### src/hw/rtl/keypad_shock_alarm_controller_macros.svh
// Assertion helpers for the keypad shock alarm controller.
`ifndef KEYPAD_SHOCK_ALARM_CONTROLLER_MACROS_SVH
`define KEYPAD_SHOCK_ALARM_CONTROLLER_MACROS_SVH

// Check that cons holds in the same cycle as ante.
`define KSAC_ASSERT_NOW(label, ante, cons) \
   label: assert property (@(posedge clock) disable iff (reset) (ante) |-> (cons)) \
      else $error("keypad shock alarm check failed");

// Check that cons holds in the cycle after ante.
`define KSAC_ASSERT_NEXT(label, ante, cons) \
   label: assert property (@(posedge clock) disable iff (reset) (ante) |=> (cons)) \
      else $error("keypad shock alarm check failed");

`endif

### src/hw/rtl/ksac_pkg.sv
package ksac_pkg;

   localparam int MAX_DIGITS   = 8;
   localparam int DIGIT_W      = 4;
   localparam int CODE_W       = 32;
   localparam int CODE_LEN_W   = 4;
   localparam int CODE_SLOTS   = CODE_W / DIGIT_W;
   localparam int MATCH_SLOTS  = (CODE_SLOTS < MAX_DIGITS) ? CODE_SLOTS : MAX_DIGITS;
   localparam int COUNT_W      = $clog2(MAX_DIGITS + 1);
   localparam int IDX_W        = (MAX_DIGITS > 1) ? $clog2(MAX_DIGITS) : 1;
   localparam int ACCEL_W      = 15;
   localparam int THR_W        = 15;
   localparam int SQ_W         = 2 * ACCEL_W - 1;
   localparam int MAG_W        = SQ_W + 1;
   localparam int THR2_W       = 2 * THR_W;
   localparam int CSR_INDEX_W  = 3;

   localparam logic [CODE_W-1:0]     DEFAULT_CODE      = 32'h0000_4321;
   localparam logic [CODE_LEN_W-1:0] DEFAULT_LEN       = 4'd4;
   localparam logic [THR_W-1:0]      DEFAULT_THRESHOLD = 15'd1500;

   localparam logic [DIGIT_W-1:0] KEY_DIGIT_MAX = 4'd9;
   localparam logic [DIGIT_W-1:0] KEY_CLEAR     = 4'd10;
   localparam logic [DIGIT_W-1:0] KEY_ENTER     = 4'd11;

   typedef enum logic [2:0] {
      MODE_KEY     = 3'd0,
      MODE_ACCEL   = 3'd1,
      MODE_ARM     = 3'd2,
      MODE_DISARM  = 3'd3,
      MODE_TEST    = 3'd4
   } mode_type;

   typedef enum logic [1:0] {
      RESULT_NONE     = 2'd0,
      RESULT_ARMED    = 2'd1,
      RESULT_DISARMED = 2'd2,
      RESULT_WRONG    = 2'd3
   } code_result_type;

   typedef enum logic [1:0] {
      STATUS_DISARMED = 2'd0,
      STATUS_ARMED    = 2'd1,
      STATUS_ALARM    = 2'd2
   } status_type;

   typedef enum logic [CSR_INDEX_W-1:0] {
      CSR_CODE_DIGITS     = 3'd0,
      CSR_CODE_LENGTH     = 3'd1,
      CSR_SHOCK_THRESHOLD = 3'd2,
      CSR_SOUNDER_PRESENT = 3'd3
   } csr_index_type;

endpackage

### src/hw/rtl/keypad_shock_alarm_controller.sv
// Channel   Direction  Handshake              Payload
// req       in         req_valid/req_ready    mode, key, accel_x, accel_y, accel_z
// rsp       out        rsp_valid/rsp_ready    armed, alarm, siren_on, new_alarm,
//                                             key_beep, code_result, status
// csr       in         csr_valid/csr_ready    csr_index, csr_data
//
// One request per cycle while results are taken; results pass input then output register.
// Squares, magnitude compare, code compare and state update all settle between the two.
// Synchronous reset; no clearing pass, the block takes requests right after reset.
// A stalled result holds the output register; the input register takes one more request,
// then req_ready stays low until the result is taken. csr_ready is always high.
`include "keypad_shock_alarm_controller_macros.svh"

module keypad_shock_alarm_controller
   import ksac_pkg::*;
(
   input  logic                   clock,
   input  logic                   reset,

   input  logic                   req_valid,
   output logic                   req_ready,
   input  logic [2:0]             req_mode,
   input  logic [3:0]             req_key,
   input  logic signed [14:0]     req_accel_x,
   input  logic signed [14:0]     req_accel_y,
   input  logic signed [14:0]     req_accel_z,

   output logic                   rsp_valid,
   input  logic                   rsp_ready,
   output logic                   rsp_armed,
   output logic                   rsp_alarm,
   output logic                   rsp_siren_on,
   output logic                   rsp_new_alarm,
   output logic                   rsp_key_beep,
   output logic [1:0]             rsp_code_result,
   output logic [1:0]             rsp_status,

   input  logic                   csr_valid,
   output logic                   csr_ready,
   input  logic [CSR_INDEX_W-1:0] csr_index,
   input  logic [31:0]            csr_data
);

   logic [CODE_W-1:0]     code_digits_ff;
   logic [CODE_LEN_W-1:0] code_length_ff;
   logic [THR_W-1:0]      shock_threshold_ff;
   logic                  sounder_present_ff;
   logic [THR2_W-1:0]     thr2;

   logic                      s1_valid_ff;
   mode_type                  s1_mode_ff;
   logic [DIGIT_W-1:0]        s1_key_ff;
   logic signed [ACCEL_W-1:0] s1_x_ff;
   logic signed [ACCEL_W-1:0] s1_y_ff;
   logic signed [ACCEL_W-1:0] s1_z_ff;

   logic signed [2*ACCEL_W-1:0] x_prod;
   logic signed [2*ACCEL_W-1:0] y_prod;
   logic signed [2*ACCEL_W-1:0] z_prod;

   logic [DIGIT_W-1:0] entry_digits_ff [MAX_DIGITS];
   logic [COUNT_W-1:0] entry_count_ff;
   logic [COUNT_W-1:0] entry_count_in;
   logic               digit_wr;
   logic [IDX_W-1:0]   digit_idx;
   logic               armed_ff;
   logic               armed_in;
   logic               alarm_ff;
   logic               alarm_in;
   logic               siren_ff;
   logic               siren_in;

   logic               rsp_valid_ff;
   logic               rsp_armed_ff;
   logic               rsp_alarm_ff;
   logic               rsp_siren_ff;
   logic               rsp_new_alarm_ff;
   logic               rsp_new_alarm_in;
   logic               rsp_key_beep_ff;
   logic               rsp_key_beep_in;
   code_result_type    rsp_code_result_ff;
   code_result_type    rsp_code_result_in;
   status_type         rsp_status_ff;
   status_type         rsp_status_in;

   logic [CODE_W-1:0]     code_eff;
   logic [CODE_LEN_W-1:0] len_eff;
   logic                  code_match;
   logic [MAG_W-1:0]      mag2;
   logic                  shock;

   logic out_ready;
   logic s1_ready;
   logic s1_fire;

   assign out_ready = !rsp_valid_ff || rsp_ready;
   assign s1_ready  = !s1_valid_ff || out_ready;
   assign s1_fire   = s1_valid_ff && out_ready;
   assign req_ready = s1_ready;
   assign csr_ready = 1'b1;

   // configuration registers
   always_ff @(posedge clock) begin
      if (reset) begin
         code_digits_ff     <= DEFAULT_CODE;
         code_length_ff     <= DEFAULT_LEN;
         shock_threshold_ff <= DEFAULT_THRESHOLD;
         sounder_present_ff <= 1'b1;
      end else if (csr_valid) begin
         case (csr_index_type'(csr_index))
            CSR_CODE_DIGITS:     code_digits_ff     <= csr_data[CODE_W-1:0];
            CSR_CODE_LENGTH:     code_length_ff     <= csr_data[CODE_LEN_W-1:0];
            CSR_SHOCK_THRESHOLD: shock_threshold_ff <= csr_data[THR_W-1:0];
            CSR_SOUNDER_PRESENT: sounder_present_ff <= csr_data[0];
            default: ;
         endcase
      end
   end

   assign thr2 = THR2_W'(shock_threshold_ff) * THR2_W'(shock_threshold_ff);

   // input register
   always_ff @(posedge clock) begin
      if (reset) begin
         s1_valid_ff <= 1'b0;
      end else if (s1_ready) begin
         s1_valid_ff <= req_valid;
      end
   end

   always_ff @(posedge clock) begin
      if (req_valid && s1_ready) begin
         s1_mode_ff <= mode_type'(req_mode);
         s1_key_ff  <= req_key;
         s1_x_ff    <= req_accel_x;
         s1_y_ff    <= req_accel_y;
         s1_z_ff    <= req_accel_z;
      end
   end

   // squares, code compare, shock detect, state update
   assign x_prod = s1_x_ff * s1_x_ff;
   assign y_prod = s1_y_ff * s1_y_ff;
   assign z_prod = s1_z_ff * s1_z_ff;

   always_comb begin
      code_eff   = (code_length_ff == '0) ? DEFAULT_CODE : code_digits_ff;
      len_eff    = (code_length_ff == '0) ? DEFAULT_LEN : code_length_ff;
      code_match = (32'(len_eff) <= 32'(CODE_SLOTS)) &&
                   (32'(len_eff) == 32'(entry_count_ff));
      for (int i = 0; i < MATCH_SLOTS; i++) begin
         if ((32'(i) < 32'(len_eff)) && (code_eff[DIGIT_W*i +: DIGIT_W] != entry_digits_ff[i]))
            code_match = 1'b0;
      end
   end

   assign mag2  = MAG_W'(x_prod[SQ_W-1:0]) + MAG_W'(y_prod[SQ_W-1:0]) +
                  MAG_W'(z_prod[SQ_W-1:0]);
   assign shock = mag2 > MAG_W'(thr2);

   always_comb begin
      armed_in           = armed_ff;
      alarm_in           = alarm_ff;
      siren_in           = siren_ff;
      entry_count_in     = entry_count_ff;
      digit_wr           = 1'b0;
      digit_idx          = entry_count_ff[IDX_W-1:0];
      rsp_new_alarm_in   = 1'b0;
      rsp_key_beep_in    = 1'b0;
      rsp_code_result_in = RESULT_NONE;
      case (s1_mode_ff)
         MODE_KEY: begin
            if (s1_key_ff == KEY_CLEAR) begin
               entry_count_in = '0;
            end else if (s1_key_ff == KEY_ENTER) begin
               if (code_match) begin
                  alarm_in = 1'b0;
                  if (armed_ff) begin
                     armed_in           = 1'b0;
                     rsp_code_result_in = RESULT_DISARMED;
                     if (sounder_present_ff)
                        siren_in = 1'b0;
                  end else begin
                     armed_in           = 1'b1;
                     rsp_code_result_in = RESULT_ARMED;
                  end
               end else begin
                  rsp_code_result_in = RESULT_WRONG;
               end
               entry_count_in = '0;
            end else if (s1_key_ff <= KEY_DIGIT_MAX) begin
               rsp_key_beep_in = !siren_ff && sounder_present_ff;
               if (32'(entry_count_ff) < 32'(MAX_DIGITS)) begin
                  digit_wr       = 1'b1;
                  entry_count_in = entry_count_ff + 1'b1;
               end else begin
                  entry_count_in = '0;
               end
            end
         end
         MODE_ACCEL: begin
            if (armed_ff && shock && !alarm_ff) begin
               alarm_in         = 1'b1;
               rsp_new_alarm_in = 1'b1;
               siren_in         = siren_ff || sounder_present_ff;
            end
         end
         MODE_ARM: begin
            armed_in = 1'b1;
            alarm_in = 1'b0;
         end
         MODE_DISARM: begin
            armed_in = 1'b0;
            alarm_in = 1'b0;
            if (sounder_present_ff)
               siren_in = 1'b0;
         end
         MODE_TEST: begin
            alarm_in = 1'b1;
            siren_in = siren_ff || sounder_present_ff;
         end
         default: ;
      endcase
      if (alarm_in)
         rsp_status_in = STATUS_ALARM;
      else if (armed_in)
         rsp_status_in = STATUS_ARMED;
      else
         rsp_status_in = STATUS_DISARMED;
   end

   always_ff @(posedge clock) begin
      if (reset) begin
         entry_count_ff <= '0;
         armed_ff       <= 1'b0;
         alarm_ff       <= 1'b0;
         siren_ff       <= 1'b0;
      end else if (s1_fire) begin
         entry_count_ff <= entry_count_in;
         armed_ff       <= armed_in;
         alarm_ff       <= alarm_in;
         siren_ff       <= siren_in;
      end
   end

   always_ff @(posedge clock) begin
      if (s1_fire && digit_wr) begin
         entry_digits_ff[digit_idx] <= s1_key_ff;
      end
   end

   // output register
   always_ff @(posedge clock) begin
      if (reset) begin
         rsp_valid_ff <= 1'b0;
      end else if (out_ready) begin
         rsp_valid_ff <= s1_valid_ff;
      end
   end

   always_ff @(posedge clock) begin
      if (s1_fire) begin
         rsp_armed_ff       <= armed_in;
         rsp_alarm_ff       <= alarm_in;
         rsp_siren_ff       <= siren_in;
         rsp_new_alarm_ff   <= rsp_new_alarm_in;
         rsp_key_beep_ff    <= rsp_key_beep_in;
         rsp_code_result_ff <= rsp_code_result_in;
         rsp_status_ff      <= rsp_status_in;
      end
   end

   assign rsp_valid       = rsp_valid_ff;
   assign rsp_armed       = rsp_armed_ff;
   assign rsp_alarm       = rsp_alarm_ff;
   assign rsp_siren_on    = rsp_siren_ff;
   assign rsp_new_alarm   = rsp_new_alarm_ff;
   assign rsp_key_beep    = rsp_key_beep_ff;
   assign rsp_code_result = rsp_code_result_ff;
   assign rsp_status      = rsp_status_ff;

   `KSAC_ASSERT_NOW(a_new_alarm_when_armed, rsp_valid_ff && rsp_new_alarm_ff, rsp_armed_ff && rsp_alarm_ff)
   `KSAC_ASSERT_NOW(a_armed_by_code, rsp_valid_ff && (rsp_code_result_ff == RESULT_ARMED), rsp_armed_ff && !rsp_alarm_ff)
   `KSAC_ASSERT_NEXT(a_siren_needs_sounder, !sounder_present_ff && !siren_ff, !siren_ff)
   `KSAC_ASSERT_NOW(a_entry_count_bound, 1'b1, 32'(entry_count_ff) <= 32'(MAX_DIGITS))

endmodule

### config.mk
export PLATFORM = sky130hd
export DESIGN_NAME = keypad_shock_alarm_controller
export DESIGN_NICKNAME = d
export VERILOG_FILES = /design/src/hw/rtl/ksac_pkg.sv /design/src/hw/rtl/keypad_shock_alarm_controller.sv
export VERILOG_INCLUDE_DIRS = /design/src /design/src/hw/rtl
export SDC_FILE = /design/constraint.sdc
export NUM_CORES = 2
export LEC_CHECK = 0
export ABC_CLOCK_PERIOD_IN_PS = 18800
export BUFFER_PORTS_ARGS = -buffer_cell sky130_fd_sc_hd__buf_2
export CORE_MARGIN = 2
export CORE_UTILIZATION = 35
export DETAILED_ROUTE_END_ITERATION = 8
export PLACE_DENSITY_LB_ADDON = 0.05
export SYNTH_ARGS = -nofsm -noshare
export SYNTH_HDL_FRONTEND = slang
export SYNTH_SLANG_ARGS = --single-unit
### constraint.sdc
create_clock -name clock -period 18.8 [get_ports clock]
set_input_delay 2.82 -clock clock [delete_from_list [all_inputs] [get_ports clock]]
set_output_delay 2.82 -clock clock [all_outputs]
set_load 0.01 [all_outputs]
==> flow_summary_export.csv <==
group,metric,value,unit
outcome,status,"finished, final reports clean",
timing,fin_crit_sh,0.611,
cells_and_area,nets,5209,
yosys,synth_seq_area_share,0.109,
timing,fmax,87.0,MHz
worst_setup_path,cp_max_fo,16,
yosys,synth_edf_count,93,
timing,worst_slew_pin_slew,1120,ps
grt,grt_pass1_vias,27200,
drt,drtAntennaViolNets,0,
floorplan,die_y,328,um
clock_network,root_buffer,"clkbuf_16",
timing,setup_ws,7310,ps
timing,rsz0062_at_grt,"false",
worst_setup_path,crit_buf_inv,4,
clock_network,cts_tree,"done",
drt,avgRoutedWirePerCell,16.3,um
worst_setup_path,cpMostUsedCell,"fa_1",
timing,hold_ws,466,ps
timing,fin_tns_setup,0,ps
drt,vias,24800,
drt,wl,88.0,mm
placed_design,io_buffer_count,102,
timing,setup_viol,0,
worst_setup_path,slowest_stage,"a2111oi_0",
floorplan,ios,104,
drt,drc_errors,0,
timing,slew_violations,0,
worst_setup_path,rrSetupSlack,7310,ps
floorplan,initial_utilization,0.351,
yosys,synth_compound_area_frac,0.0754,
floorplan,rows,119,
yosys,synthFlopType,"edfxtp_1",
grt,antenna_found_initial,2,
yosys,synth_seq_cells,154,
clock_network,cts_buffer_depth,2,
worst_setup_path,crit_path_start,"s1_x_ff[2]$_DFFE_PP_",
clock_network,cts_hold_buffers,0,
drt,via_per_inst,4.60,
worst_setup_path,cp_top_family,"adder cells",
clock_network,clkTransAtPathRegs,90,ps
clock_network,cts_resized,0,
placed_design,place.gp.congestion,0.801,
hold_path,min_path_type,"reg -> reg",
worst_setup_path,crit_required,19170,ps
drt,dr.pass1.iters,5,
timing,period_needed,11490,ps
cells_and_area,diodes,0,
drt,dr.first_iter.drc_count,862,
floorplan,die_w,328,um
worst_setup_path,timing.rr.start,"s1_x_ff[2]$_DFFE_PP_",
worst_setup_path,path_class,"reg -> reg",
yosys,synth.cell_area,36800,sq um
clock_network,cts_setup_buffers,0,
cells_and_area,area_delta_synth_final,7.01,%
yosys,yosys_warnings,0,
yosys,synth-xor-area-share,0.0426,
placed_design,dp_hpwl,74.2,mm
grt,grt_use_total,0.174,
clock_network,cts.htree.levels,4,
floorplan,core,105000,sq um
worst_setup_path,cp_num_cells,39,
yosys,synth_fa_ha_area_frac,0.539,
yosys,synth_nets,5173,
placed_design,dp_slack,7300,ps
worst_setup_path,startpoint_type,"flip-flop",
timing,slew_headroom,0.253,
clock_network,clock_sinks,154,
yosys,muxShareOfSynthArea,0.00197,
floorplan,dieArea,108000,sq um
yosys,synthCells,3945,
cells_and_area,layout_commonest_cell,"inv_1",
yosys,ys_types,75,
grt,grt-ovfl-total,0,
yosys,yosys.area_share.simple,0.116,
worst_setup_path,cpPeakStageDelay,870,ps
cells_and_area,drive_gt1_frac,0.0428,
clock_network,insertion_delay,510,ps
worst_setup_path,rr_worst_depth,39,
grt,grt_first_pass_wirelength,147,mm
worst_setup_path,critPathCapture,"rsp_status[0]$_SDFFCE_PP0P_",
clock_network,numCtsBuffers,17,
worst_setup_path,cp.arrival,11860,ps
timing,hold_viol,0,
timing,worst_clock_skew,25.9,ps
yosys,synth_top_family_by_area,"adder cells",
worst_setup_path,r2r_end,"rsp_status[0]$_SDFFCE_PP0P_",
yosys,async_flop_share,0,
grt,grt_max_degree,53,
cells_and_area,final_cell_mix,"1,046 x inv_1, 748 x fa_1, 388 x ha_1, 375 x nand2_1, 171 x and2_1",
worst_setup_path,end_kind,"flip-flop",
yosys,syn_area_per_cell,9.34,sq um
job,cap_violations,0,
## final cells by class
class | count | area [sq um]
fillers | 10900 | 65400
repair buffers | 109 | 563
clock inverters | 15 | 211
flip-flops and latches | 154 | 4010
clock buffers | 17 | 425
multi-input cells | 2653 | 28500
inverters | 1046 | 3930
well taps | 1391 | 1740
## synthesized netlist by cell type, types with 5 or more instances
master,number,area (sq um)
xor2_1,71,622
clkbuf_1,85,319
o211ai_1,11,82.6
o21ai_0,71,355
xnor2_1,108,946
nand2_1,375,1410
o21ai_1,5,25.0
o31ai_1,7,52.6
nand4_1,17,106
a31o_2,6,52.6
nor3_1,22,110
nand2b_1,35,219
ha_1,388,4850
dfxtp_1,61,1220
and3_1,12,75.1
mux2i_1,5,50.1
and2_1,172,1080
a21oi_1,164,821
o21bai_1,19,143
a2111oi_0,6,52.6
a31oi_1,18,113
fa_1,748,15000
o21a_1,15,113
nor2b_1,25,156
inv_1,1046,3930
nand3_1,38,190
o22ai_1,5,31.3
a21o_1,59,443
edfxtp_1,93,2790
nor4bb_1,8,80.1
a211oi_1,16,120
nor2_1,149,559
or2_2,9,56.3
## flip-flops by register name, indices dropped and copies added, names as in the netlist, 2 cells and up
signal and count:
s1_y_ff 15, s1_z_ff 15, entry_count_ff 4, shock_threshold_ff 15
code_digits_ff 32, code_length_ff 4, entry_digits_ff 32, rsp_code_result 2
s1_x_ff 15, rsp_status 2, s1_mode_ff 3, s1_key_ff 4
## worst reg2reg max path, delay by kind of cell, from the launching register on
family | cells | cell delay [ps]
AOI/OAI and AO/OA | 17 | 4500
xor gates and xnor gates | 1 | 140
adders and majority gates | 10 | 4520
buffers and inverters | 4 | 200
DFF | 1 | 860
and+or+nand+nor | 7 | 1140
## through the flow
step                utilization  cells  area [sq um]
floorplan                     -   3945         36800
global placement          0.370   5353         38800
detailed placement        0.370   5353         38800
CTS                       0.376   5385         39400
global route              0.376   5385         39400
finish                    0.376   5385         39400
## worst min path at each step
| stage | start | end | slack [ps] | cells past startpoint |
|---|---|---|---|---|
| final | code_digits_ff[12]$_SDFFE_PP0P_ | code_digits_ff[12]$_SDFFE_PP0P_ | 470 | 2 |
| after global routing | code_digits_ff[12]$_SDFFE_PP0P_ | code_digits_ff[12]$_SDFFE_PP0P_ | 490 | 2 |
| after CTS | code_digits_ff[12]$_SDFFE_PP0P_ | code_digits_ff[12]$_SDFFE_PP0P_ | 470 | 2 |
| after detailed placement | code_digits_ff[12]$_SDFFE_PP0P_ | code_digits_ff[12]$_SDFFE_PP0P_ | 450 | 2 |
| after global placement | code_digits_ff[13]$_SDFFE_PP0P_ | code_digits_ff[13]$_SDFFE_PP0P_ | 450 | 2 |
| after floorplan | code_digits_ff[12]$_SDFFE_PP0P_ | code_digits_ff[12]$_SDFFE_PP0P_ | 440 | 2 |
## routing by layer
layer,GRT usage,share of wire,wire (um),up-vias
li1,-,-,-,12100
met1,0.241,0.48,41800,12400
met2,0.297,0.49,43400,214
met3,0.0182,0.020,1780,39
met4,0.0284,0.011,946,0
met5,0,0,0,-
## cell families (layout without fill, tap and decap cells)
family,count (synthesis),after routing
simple gates,889,889
fa+ha+maj,1137,1137
flops,154,154
other cells,1,1
compound gates,440,440
mux,7,7
xor+xnor,179,179
buf+inv,1138,1187
Power is not shown: default switching activity piles up to over one toggle a cycle in this logic, so the estimate is an artifact.
